File: src/hdl/mat_ram.sv
// Generic single-port RAM with registered read data.
module mat_ram #(
  parameter int Width = 8,
  parameter int Depth = 256
) (
  input  logic                     clk_i,
  input  logic                     we_i,
  input  logic                     re_i,
  input  logic [$clog2(Depth)-1:0] addr_i,
  input  logic [Width-1:0]         wdata_i,
  output logic [Width-1:0]         rdata_o
);

  logic [Width-1:0] mem [Depth];
  logic [Width-1:0] rdata_q;

  // Write, and registered read; data holds between reads
  always_ff @(posedge clk_i) begin
    if (we_i) begin
      mem[addr_i] <= wdata_i;
    end
    if (re_i) begin
      rdata_q <= mem[addr_i];
    end
  end

  assign rdata_o = rdata_q;

endmodule

File: config.mk
export PLATFORM = sky130hd
export DESIGN_NAME = mat_ram
export DESIGN_NICKNAME = d
export VERILOG_FILES = /design/src/hdl/mat_ram.sv
export SDC_FILE = /design/constraint.sdc
export NUM_CORES = 2
export LEC_CHECK = 0
export ABC_CLOCK_PERIOD_IN_PS = 2300
export BUFFER_PORTS_ARGS = -buffer_cell sky130_fd_sc_hd__buf_2
export CAP_MARGIN = 20
export CORE_MARGIN = 2
export CORE_UTILIZATION = 57
export DETAILED_ROUTE_END_ITERATION = 10
export GPL_ROUTABILITY_DRIVEN = 0
export PLACE_DENSITY = 0.76
export RECOVER_POWER = 50
export SYNTH_ARGS = -nofsm -noshare
export SYNTH_HDL_FRONTEND = slang
export SYNTH_SLANG_ARGS = --single-unit
File: constraint.sdc
create_clock -name clk_i -period 2.3 [get_ports clk_i]
set_clock_uncertainty 0.1 [all_clocks]
set_input_delay 0.23 -clock clk_i [delete_from_list [all_inputs] [get_ports clk_i]]
set_output_delay 0.23 -clock clk_i [all_outputs]
set_load 0.005 [all_outputs]
==> results by group <==
Route
  • Post-DRT Antenna Nets: 0
  • DRC: 0
  • Vias per std cell: 6.69
  • Top Layer Used: met5
  • DR WL met2: 95900 µm
  • DR iter-0 viols: just under 6000
  • Vias: 40600
  • M1 wire length: 71100 µm
  • TritonRoute pass-1 iters: 6
  • WL final: 197000 µm
  • WL/cell: 32.4 µm
  • DR WL met3: 22600 µm

STA
  • Slew HR: -61.8%
  • Tcrit/Tclk final: 107%
  • Crit path time final: 2.46 ns
  • Worst setup margin: -0.160 ns
  • Worst-Margin Slew: about 2.4 ns
  • Hold Fails Final Rpt: 0
  • FMAX: just over 400 MHz
  • Unrepaired setup endpoints after global routing: true
  • Final Setup Violations: 147
  • Max Slew Vio Count: 453
  • Hold_ws: about 0.14 ns

Setup path
  • CP endpoint: rdata_o[2]
  • RR Endpoint: rdata_o[2]
  • CP Launch Point: mem[31][2]
  • Worst r2r path cells: 6
  • Arrival @ worst endpoint: around 3 ns
  • RR Startpoint: mem[31][2]
  • Crit. End Element: flip-flop
  • Worst R2R Setup Slack: -0.16 ns
  • Setup crit start kind: flip-flop
  • CP max FO: 1
  • CP Class: reg2reg
  • Worst path required time: 2.76 ns

Power
  • Pwr dens: ~800 mW/mm²
  • Worst vdd ir: 579 µV
  • Leakage: slightly below 30 nW

Die
  • Starting Density: 57.3%
  • Core area: 0.137 mm²
  • Die area: 0.141 mm²
  • I/O Pins: 27
  • Die X: 375 µm
  • Die height: 375 µm
  • Core Rows: about 140

Logic synthesis
  • Synth Area per Inst: 22.2 µm²
  • Mapped Cells: between 3000 and 4000
  • Netlist cell types: 21
  • Sequential area share after synthesis: 78.6%
  • Synthesized Nets: 3566
  • Synth Cell Area: 0.0786 mm²
  • Synth Warn #: 0
  • Flops & latches, synth: 2056

Clock network
  • Clock sink total: 2056
  • CTS tree: built
  • Htree depth: 4
  • Clk slew on worst S/H paths: 0.07 ns
  • CTS Buf Count: between 150 and 200
  • Postcts setup bufs: 0
  • Clk_lat worst skew: 0.83 ns
  • Root Driver: clkbuf_16
  • Max clock buf depth: 3

Cells and area
  • Register area: 0.0617 mm²
  • P&R area growth vs syn: 19.2%
  • Area of the multi-input gates: ~0.018 mm²
  • # diodes: 0
  • Post-layout net count: 4131
  • Fillers: 7974
  • Share of layout cells above drive strength 1: 39.6%

GRT
  • Largest net degree at the start of global routing: 99
  • Vias in the first global route: 41000
  • First-pass GRT wire length: 284000 µm
  • Initial antenna violation count: 6
  • GRT Total Usage: 28.1%
  • Total grt overflow: 0

Placement
  • HPWL after DPL: approximately 120000 µm
  • Port Buffers: 26
  • Pre-CTS WS: -1.15 ns

Run status
  • Status: finished, violations left
  • Failing checks: max-capacitance violations, max-slew violations, negative setup slack

Run
  • Max Cap Violations: 6

Hold path
  • Hold Crit Class: in2reg
cell type report:
type | instances | area share (%)
Timing Repair Buffer | 602 | 6.03
Sequential cell | 2056 | 65.9
Clock inverter | 125 | 1.25
Inverter | 1 | 0.00401
Clock buffer | 233 | 5.41
Tap cell | 1794 | 2.40
Multi-Input combinational cell | 1258 | 19.0
worst min path at each step:
stage | to | startpoint | slack [ns] | cells after the start
after floorplan | mem[0][0] | wdata_i[0] | 0.23 | 0
after global placement | rdata_o[5] | re_i | 0.56 | 1
after detailed placement | rdata_o[2] | re_i | 0.57 | 1
after CTS | mem[173][7] | wdata_i[7] | 0.005 | 1
after global routing | rdata_o[6] | addr_i[6] | 0.10 | 6
final | rdata_o[6] | addr_i[6] | 0.14 | 6
registers in the layout, indices dropped and copies added (netlist names):
name	flops
mem	2048
rdata_o	8
through the flow:
| step | area, µm² | setup TNS [ns] | std cells | power, W | utilization (%) |
|---|---|---|---|---|---|
| 5_1_grt | 93600 | -27.64 | 6069 | 0.0789 | 68.3 |
| 3_3_place_gp | 86500 | -263.36 | 5702 | 0.0460 | 63.1 |
| 2_1_floorplan | 79500 | -35.31 | 3547 | 0.0440 | - |
| 6_report | 93600 | -3.93 | 6069 | 0.0772 | 68.3 |
| 4_1_cts | 93600 | -0.332 | 6069 | 0.0773 | 68.3 |
| 3_5_place_dp | 86500 | -283.18 | 5702 | 0.0461 | 63.1 |
where the power goes:
group          switching [W]  internal (W)
clock network         0.0136        0.0179
logic                0.00260       0.00166
registers          0.0000406        0.0413
total                 0.0163        0.0609
cells in the final DEF, fill, tap and decap left out, types with 9 or more instances in the layout:
cell type	instances
a21oi_1	74
a21oi_2	47
a22oi_1	163
a22oi_2	93
buf_12	93
buf_2	19
buf_4	430
bufinv_16	20
clkbuf_1	40
clkbuf_16	197
clkbuf_2	18
clkbuf_4	19
clkinv_1	48
clkinv_2	41
dlygate4sd3_1	9
edfxtp_1	2056
mux4_2	512
nand2_1	24
nor2_1	110
nor2_2	10
nor2_4	112
nor3_1	30
o41ai_2	18
o41ai_4	12
cell families (layout without fill, tap and decap cells):
family	count (synthesis)	after routing	share of synthesized area, %
buffers and inverters	233	961	1.40
muxes	512	512	14.7
DFF	2056	2056	78.6
AOI/OAI and AO/OA	416	416	3.62
and+or+nand+nor	330	330	1.73
cell usage after synthesis, drive strengths merged:
library cell / count / area, µm²
nor2: 232 / 871
a21oi: 128 / 641
nor3: 30 / 150
and2: 3 / 18.8
nor2b: 7 / 43.8
or3: 1 / 6.26
a22oi: 256 / 1920
or2: 2 / 12.5
edfxtp: 2056 / 61700
nand3: 13 / 65.1
buf: 87 / 552
clkbuf: 145 / 544
nand4: 8 / 50.1
nand2: 28 / 105
nand2b: 6 / 37.5
o41ai: 32 / 280
inv: 1 / 3.75
mux4: 512 / 11500
worst max-delay path: stages (launching register included):
cell      delay, ns
edfxtp_1       0.36
mux4_2         0.48
a22oi_2        0.27
a21oi_2        0.15
o41ai_2        0.46
buf_4          0.25
nand4_1        0.12
layer usage:
layer | global-route usage, % | up-vias
met2 | 44.4 | 2627
met4 | 9.52 | 8
li1 | - | 16300
met5 | 0 | -
met3 | 6.46 | 437
met1 | 39.4 | 21300
repair_timing:
action,4_1_cts,5_1_grt
hold endpoints to repair,400,0
gates resized for setup,136,61
hold buffers,9,0
pin swaps,50,38
endpoints found under the setup margin,8,8
Note: power is estimated with default switching activity, not from simulation.
