--- src/hdl/mat_pkg.sv ---
// Shared types and constants of the multi-ant turmite grid.
package mat_pkg;

  // Operation codes carried by an input item
  typedef enum logic [2:0] {
    OP_CLEAR     = 3'd0,
    OP_WRITE     = 3'd1,
    OP_SET_ANT   = 3'd2,
    OP_SET_PAL   = 3'd3,
    OP_TICK      = 3'd4,
    OP_READ_CELL = 3'd5,
    OP_READ_ANT  = 3'd6,
    OP_NOP       = 3'd7
  } op_e;

  // Configuration register indexes
  typedef enum logic [2:0] {
    REG_GRID_WIDTH  = 3'd0,
    REG_GRID_HEIGHT = 3'd1,
    REG_COLORS      = 3'd2,
    REG_TURN_RULE   = 3'd3,
    REG_ANTS        = 3'd4,
    REG_MARKER_EN   = 3'd5,
    REG_MARKER_RGB  = 3'd6,
    REG_OPAQUE      = 3'd7
  } reg_e;

  // Heading codes: north moves +y, east moves +x
  localparam logic [2:0] HEAD_N = 3'd1;
  localparam logic [2:0] HEAD_S = 3'd2;
  localparam logic [2:0] HEAD_W = 3'd3;
  localparam logic [2:0] HEAD_E = 3'd4;

  localparam logic [7:0] ALPHA_OPAQUE = 8'd255;
  localparam int unsigned RULE_BITS = 32;

  typedef struct packed {
    logic [2:0]  operation;
    logic [2:0]  ant_index;
    logic [7:0]  pos_x;
    logic [7:0]  pos_y;
    logic [7:0]  value;
    logic [7:0]  red_in;
    logic [7:0]  green_in;
    logic [7:0]  blue_in;
    logic [31:0] start_tick;
  } in_item_t;

  typedef struct packed {
    logic [7:0] red_out;
    logic [7:0] green_out;
    logic [7:0] blue_out;
    logic [7:0] alpha_out;
    logic [7:0] ant_x;
    logic [7:0] ant_y;
    logic [2:0] ant_heading;
  } out_item_t;

endpackage

--- src/hdl/mat_step.sv ---
// Turn and move of one ant with wrap at the grid edges.
module mat_step #(
  parameter int CoordW = 8
) (
  input  logic [CoordW-1:0] x_i,
  input  logic [CoordW-1:0] y_i,
  input  logic [CoordW:0]   w_i,
  input  logic [CoordW:0]   h_i,
  input  logic [2:0]        dir_i,
  input  logic              right_i,
  output logic [CoordW-1:0] x_o,
  output logic [CoordW-1:0] y_o,
  output logic [2:0]        dir_o
);
  import mat_pkg::*;

  typedef enum logic [1:0] {MV_XP, MV_XM, MV_YP, MV_YM} move_e;

  move_e         mv;
  logic [CoordW:0] xp1;
  logic [CoordW:0] yp1;

  // Pick the move and new heading from the heading and the turn direction
  always_comb begin
    unique case (dir_i)
      HEAD_N: begin
        mv    = right_i ? MV_XP : MV_XM;
        dir_o = right_i ? HEAD_E : HEAD_W;
      end
      HEAD_S: begin
        mv    = right_i ? MV_XM : MV_XP;
        dir_o = right_i ? HEAD_W : HEAD_E;
      end
      HEAD_W: begin
        mv    = right_i ? MV_YP : MV_YM;
        dir_o = right_i ? HEAD_N : HEAD_S;
      end
      default: begin
        mv    = right_i ? MV_YM : MV_YP;
        dir_o = right_i ? HEAD_S : HEAD_N;
      end
    endcase
  end

  assign xp1 = {1'b0, x_i} + 1'b1;
  assign yp1 = {1'b0, y_i} + 1'b1;

  // Move one cell and wrap
  always_comb begin
    x_o = x_i;
    y_o = y_i;
    unique case (mv)
      MV_XP: x_o = (xp1 >= w_i) ? '0 : xp1[CoordW-1:0];
      MV_XM: x_o = (x_i == '0) ? CoordW'(w_i - 1'b1) : x_i - 1'b1;
      MV_YP: y_o = (yp1 >= h_i) ? '0 : yp1[CoordW-1:0];
      MV_YM: y_o = (y_i == '0) ? CoordW'(h_i - 1'b1) : y_i - 1'b1;
      default: ;
    endcase
  end

endmodule

--- config.mk ---
export PLATFORM = sky130hd
export DESIGN_NAME = mat_step
export DESIGN_NICKNAME = d
export VERILOG_FILES = /design/src/hdl/mat_pkg.sv /design/src/hdl/mat_step.sv
export SDC_FILE = /design/constraint.sdc
export NUM_CORES = 1
export LEC_CHECK = 0
export BUFFER_PORTS_ARGS = -buffer_cell sky130_fd_sc_hd__buf_4
export CAP_MARGIN = 20
export CORE_MARGIN = 5
export CORE_UTILIZATION = 45
export DETAILED_ROUTE_END_ITERATION = 10
export GPL_TIMING_DRIVEN = 0
export PLACE_DENSITY = 0.71
export SYNTH_ARGS = -nofsm -noshare
export SYNTH_HDL_FRONTEND = slang
export SYNTH_SLANG_ARGS = --single-unit
--- constraint.sdc ---
create_clock -name vclk -period 6.2
set_input_delay 1.24 -clock vclk [all_inputs]
set_output_delay 1.24 -clock vclk [all_outputs]
set_load 0.02 [all_outputs]
==> report_table.html <==
<table>
<tr><th>Metric</th><th>Value</th></tr>
<tr><th colspan="2">Global routing</th></tr>
<tr><td>GRT Total Usage</td><td>0.208</td></tr>
<tr><td>Pin count of the biggest net entering global routing</td><td>11</td></tr>
<tr><td>Vias in the first global route</td><td>2070</td></tr>
<tr><td>Antenna violations before repair</td><td>0</td></tr>
<tr><td>Congestion Overflow GR</td><td>0</td></tr>
<tr><td>Global-route wire length before repair</td><td>9.54 mm</td></tr>
<tr><th colspan="2">Critical path</th></tr>
<tr><td>Top cell family by delay on the critical path</td><td>simple AND/OR/NAND/NOR gates</td></tr>
<tr><td>Req. time, crit path</td><td>4.96 ns</td></tr>
<tr><td>Max Fanout on Critical Path</td><td>10</td></tr>
<tr><td>Classification of the worst setup path</td><td>in2out</td></tr>
<tr><td>Critical path startpoint</td><td>y_i[0]</td></tr>
<tr><td>Critical path buffers and inverters</td><td>4</td></tr>
<tr><td>Slowest-stage cell, CP</td><td>or3b_1</td></tr>
<tr><td>List of cells traversed by the critical path</td><td>buf_4 -&gt; inv_1 -&gt; ha_1 -&gt; or3b_1 -&gt; nor2_4 -&gt; buf_6 -&gt; mux2i_1 -&gt; ha_1 -&gt; or4b_1 -&gt; a311o_1 -&gt; o211ai_1 -&gt; a21oi_1 -&gt; a211o_1 -&gt; buf_4</td></tr>
<tr><td>CP Data Arrival Time</td><td>4.36 ns</td></tr>
<tr><td>Worst setup EP type</td><td>primary output</td></tr>
<tr><td>Startpoint Class</td><td>primary input</td></tr>
<tr><td>Maximum cell stage delay along the critical path</td><td>0.46 ns</td></tr>
<tr><th colspan="2">STA</th></tr>
<tr><td>Worst Max-Slew Pin Slew</td><td>0.923 ns</td></tr>
<tr><td>Min Hold Slack</td><td>2.80 ns</td></tr>
<tr><td>Final period util</td><td>0.903</td></tr>
<tr><td>Count of endpoints failing hold in the final timing report</td><td>0</td></tr>
<tr><td>Pins Over Slew Limit</td><td>0</td></tr>
<tr><td>Aggregate negative setup slack</td><td>0 ns</td></tr>
<tr><td>Final setup fails</td><td>0</td></tr>
<tr><td>Min cycle time layout</td><td>5.60 ns</td></tr>
<tr><td>Achievable Freq</td><td>179 MHz</td></tr>
<tr><td>RSZ-0062 raised after global routing</td><td>false</td></tr>
<tr><td>Slew HR</td><td>0.384</td></tr>
<tr><th colspan="2">Floorplanning</th></tr>
<tr><td>Die Footprint</td><td>5590 um^2</td></tr>
<tr><td>Row count</td><td>23</td></tr>
<tr><td>Vertical die dimension</td><td>74.8 um</td></tr>
<tr><td>Placeable Area</td><td>4030 um^2</td></tr>
<tr><td>I/O pin total</td><td>57</td></tr>
<tr><td>Horiz. Die Dim</td><td>74.8 um</td></tr>
<tr><td>Starting density of the core</td><td>0.468</td></tr>
<tr><th colspan="2">Synth</th></tr>
<tr><td>Most common cell in the netlist</td><td>inv_1</td></tr>
<tr><td>Seq/Total Area, Yosys</td><td>0</td></tr>
<tr><td>Number of nets in the synthesized netlist</td><td>341</td></tr>
<tr><td>Main area contributors after synthesis</td><td>ha_1 16%, inv_1 5.0%, a21oi_1 4.8%, nand2_1 4.6%, xnor2_1 4.2%</td></tr>
<tr><td>Leading cell types by count after synthesis</td><td>25 x inv_1, 24 x ha_1, 23 x nand2_1</td></tr>
<tr><td>Post-synth top area cell</td><td>ha_1</td></tr>
<tr><td>Share of Yosys cell area claimed by the top area cell type</td><td>0.159</td></tr>
<tr><td>Post-synthesis instance area</td><td>1890 um^2</td></tr>
<tr><td>Cell variety after synth</td><td>59</td></tr>
<tr><td>Yosys warns</td><td>0</td></tr>
<tr><td>Mean cell area of the mapped netlist</td><td>6.76 um^2</td></tr>
<tr><td>Cell count after synthesis</td><td>279</td></tr>
<tr><th colspan="2">Finish</th></tr>
<tr><td>Area used by sequential logic in the layout</td><td>0 um^2</td></tr>
<tr><td>Ant. Diodes</td><td>0</td></tr>
<tr><td>Number of flip-flops and latches</td><td>0</td></tr>
<tr><td>Number of clock buffer instances in the layout</td><td>0</td></tr>
<tr><td>Net count reported at finish</td><td>394</td></tr>
<tr><td>Filler Cell Count</td><td>409</td></tr>
<tr><td>Final instance count without filler cells</td><td>380</td></tr>
<tr><td>Area occupied by multi-input gates</td><td>1700 um^2</td></tr>
<tr><td>Area growth, synth to finish</td><td>23.6%</td></tr>
<tr><td>Proportion of layout cells with a drive suffix above 1</td><td>0.230</td></tr>
<tr><td>Final core utilization</td><td>0.579</td></tr>
<tr><th colspan="2">Hold path</th></tr>
<tr><td>Launch point of the worst hold path</td><td>right_i</td></tr>
<tr><td>Worst min-delay path class</td><td>in2out</td></tr>
<tr><th colspan="2">Clock tree</th></tr>
<tr><td>Post_cts resized</td><td>0</td></tr>
<tr><td>Number of buffers added for setup after CTS</td><td>0</td></tr>
<tr><td># hold bufs at CTS</td><td>0</td></tr>
<tr><th colspan="2">Placement</th></tr>
<tr><td>Cell Count Post-Placement</td><td>380</td></tr>
<tr><td>Number of buffer cells added on primary ports</td><td>51</td></tr>
<tr><td>Final estimated routing congestion in global placement</td><td>0.849</td></tr>
<tr><td>Placed wire-length estimate</td><td>4.71 mm</td></tr>
<tr><th colspan="2">Drt</th></tr>
<tr><td>Detail Route Antenna Nets</td><td>0</td></tr>
<tr><td>DRC</td><td>0</td></tr>
<tr><td>Detailed-route via count</td><td>2298</td></tr>
<tr><td>Final wirelength</td><td>5.80 mm</td></tr>
<tr><td>DR iter-0 viols</td><td>143</td></tr>
<tr><td>DR pass1 iterations</td><td>5</td></tr>
<tr><td>Routed length per placed instance</td><td>15.3 um</td></tr>
<tr><td>Via-to-Cell Ratio</td><td>6.05</td></tr>
<tr><th colspan="2">Pwr</th></tr>
<tr><td>Clock share of power</td><td>0</td></tr>
<tr><td>Sequential fraction of design power</td><td>0</td></tr>
<tr><td>Comb pwr share</td><td>1.000</td></tr>
<tr><td>IR drop worst, VDD</td><td>0.0411 mV</td></tr>
<tr><td>Cell Pwr Density</td><td>78.9 nW/um^2</td></tr>
<tr><td>Static Leakage</td><td>1.06 nW</td></tr>
<tr><td>Internal Dissipation</td><td>78.2 uW</td></tr>
<tr><td>Net switching component of the power</td><td>106 uW</td></tr>
<tr><td>Switching Fraction</td><td>0.575</td></tr>
<tr><th colspan="2">Job</th></tr>
<tr><td>Number of max-cap violations</td><td>0</td></tr>
<tr><th colspan="2">Status</th></tr>
<tr><td>Outcome</td><td>completed</td></tr>
</table>
## layout by cell type, fill, tap and decap left out, types with 2 or more instances in the layout
master    instances
a211oi_1          4
or3_1             5
a22oi_1           2
nor3_1            7
xnor2_1           9
o21ai_1           2
a211o_1           6
a21boi_0          3
inv_1            25
a21o_1            2
o31ai_1           3
buf_4            52
or4_4             2
o21ai_0          13
nor2_1           20
mux2i_1           4
o211ai_1          7
nand2_1          23
buf_6             4
a21oi_1          18
and3_1            7
ha_1             24
nor4_1            4
nor3b_1           3
o221ai_1          2
buf_2             4
xor2_1            8
or4_1             2
clkbuf_1          4
o311ai_1          2
nor2b_1           4
or3b_1            2
a31oi_1           4
nand2b_1          5
mux2_2            3
nand3_1          13
nand4_1           6
## stage by stage
| step | area [um^2] | total power [mW] | setup WS [ns] |
|---|---|---|---|
| 2_1_floorplan | 1890 | 0.112 | 0.992 |
| 3_3_place_gp | 2330 | 0.181 | 0.651 |
| 3_5_place_dp | 2330 | 0.183 | 0.647 |
| 4_1_cts | 2330 | 0.183 | 0.625 |
| 5_1_grt | 2330 | 0.203 | 0.416 |
| 6_report | 2330 | 0.184 | 0.600 |
## per-layer routing
metal  share of wire  wire [um]  vias up  global-route usage
met4               0          0        0             0.00791
met1            0.45       2630     1043               0.328
met5               0          0        -                   0
li1                -          -     1136                   -
met2            0.44       2540      119               0.328
met3            0.11        626        0             0.00668
## worst min-delay path: stages
cell	delay (ns)
buf_4	0.11
xnor2_1	0.06
buf_4	0.15
## layout make-up
type / count / area share
Tap cell: 50 / 0.0268
Buffer: 14 / 0.0392
Timing Repair Buffer: 51 / 0.164
Multi-Input combinational cell: 239 / 0.728
Inverter: 26 / 0.0418
## worst paths after layout
path	end	cells past startpoint
worst max-delay path	y_o[6]	14
worst min-delay path	dir_o[0]	3
## kinds of logic after synthesis
group           after synthesis  synth area share
fa+ha+maj                    24             0.159
buf+inv                      40             0.100
compound gates               77             0.278
simple gates                114             0.345
mux                           7            0.0391
xor+xnor                     17            0.0789
## power by group through the flow
stage | Sequential (mW) | Combinational, mW | Clock, mW
final | 0 | 0.184 | 0
after global routing | 0 | 0.203 | 0
after CTS | 0 | 0.183 | 0
after detailed placement | 0 | 0.183 | 0
after global placement | 0 | 0.181 | 0
after floorplan | 0 | 0.112 | 0
No activity file was read; power rests on OpenSTA's default activity.
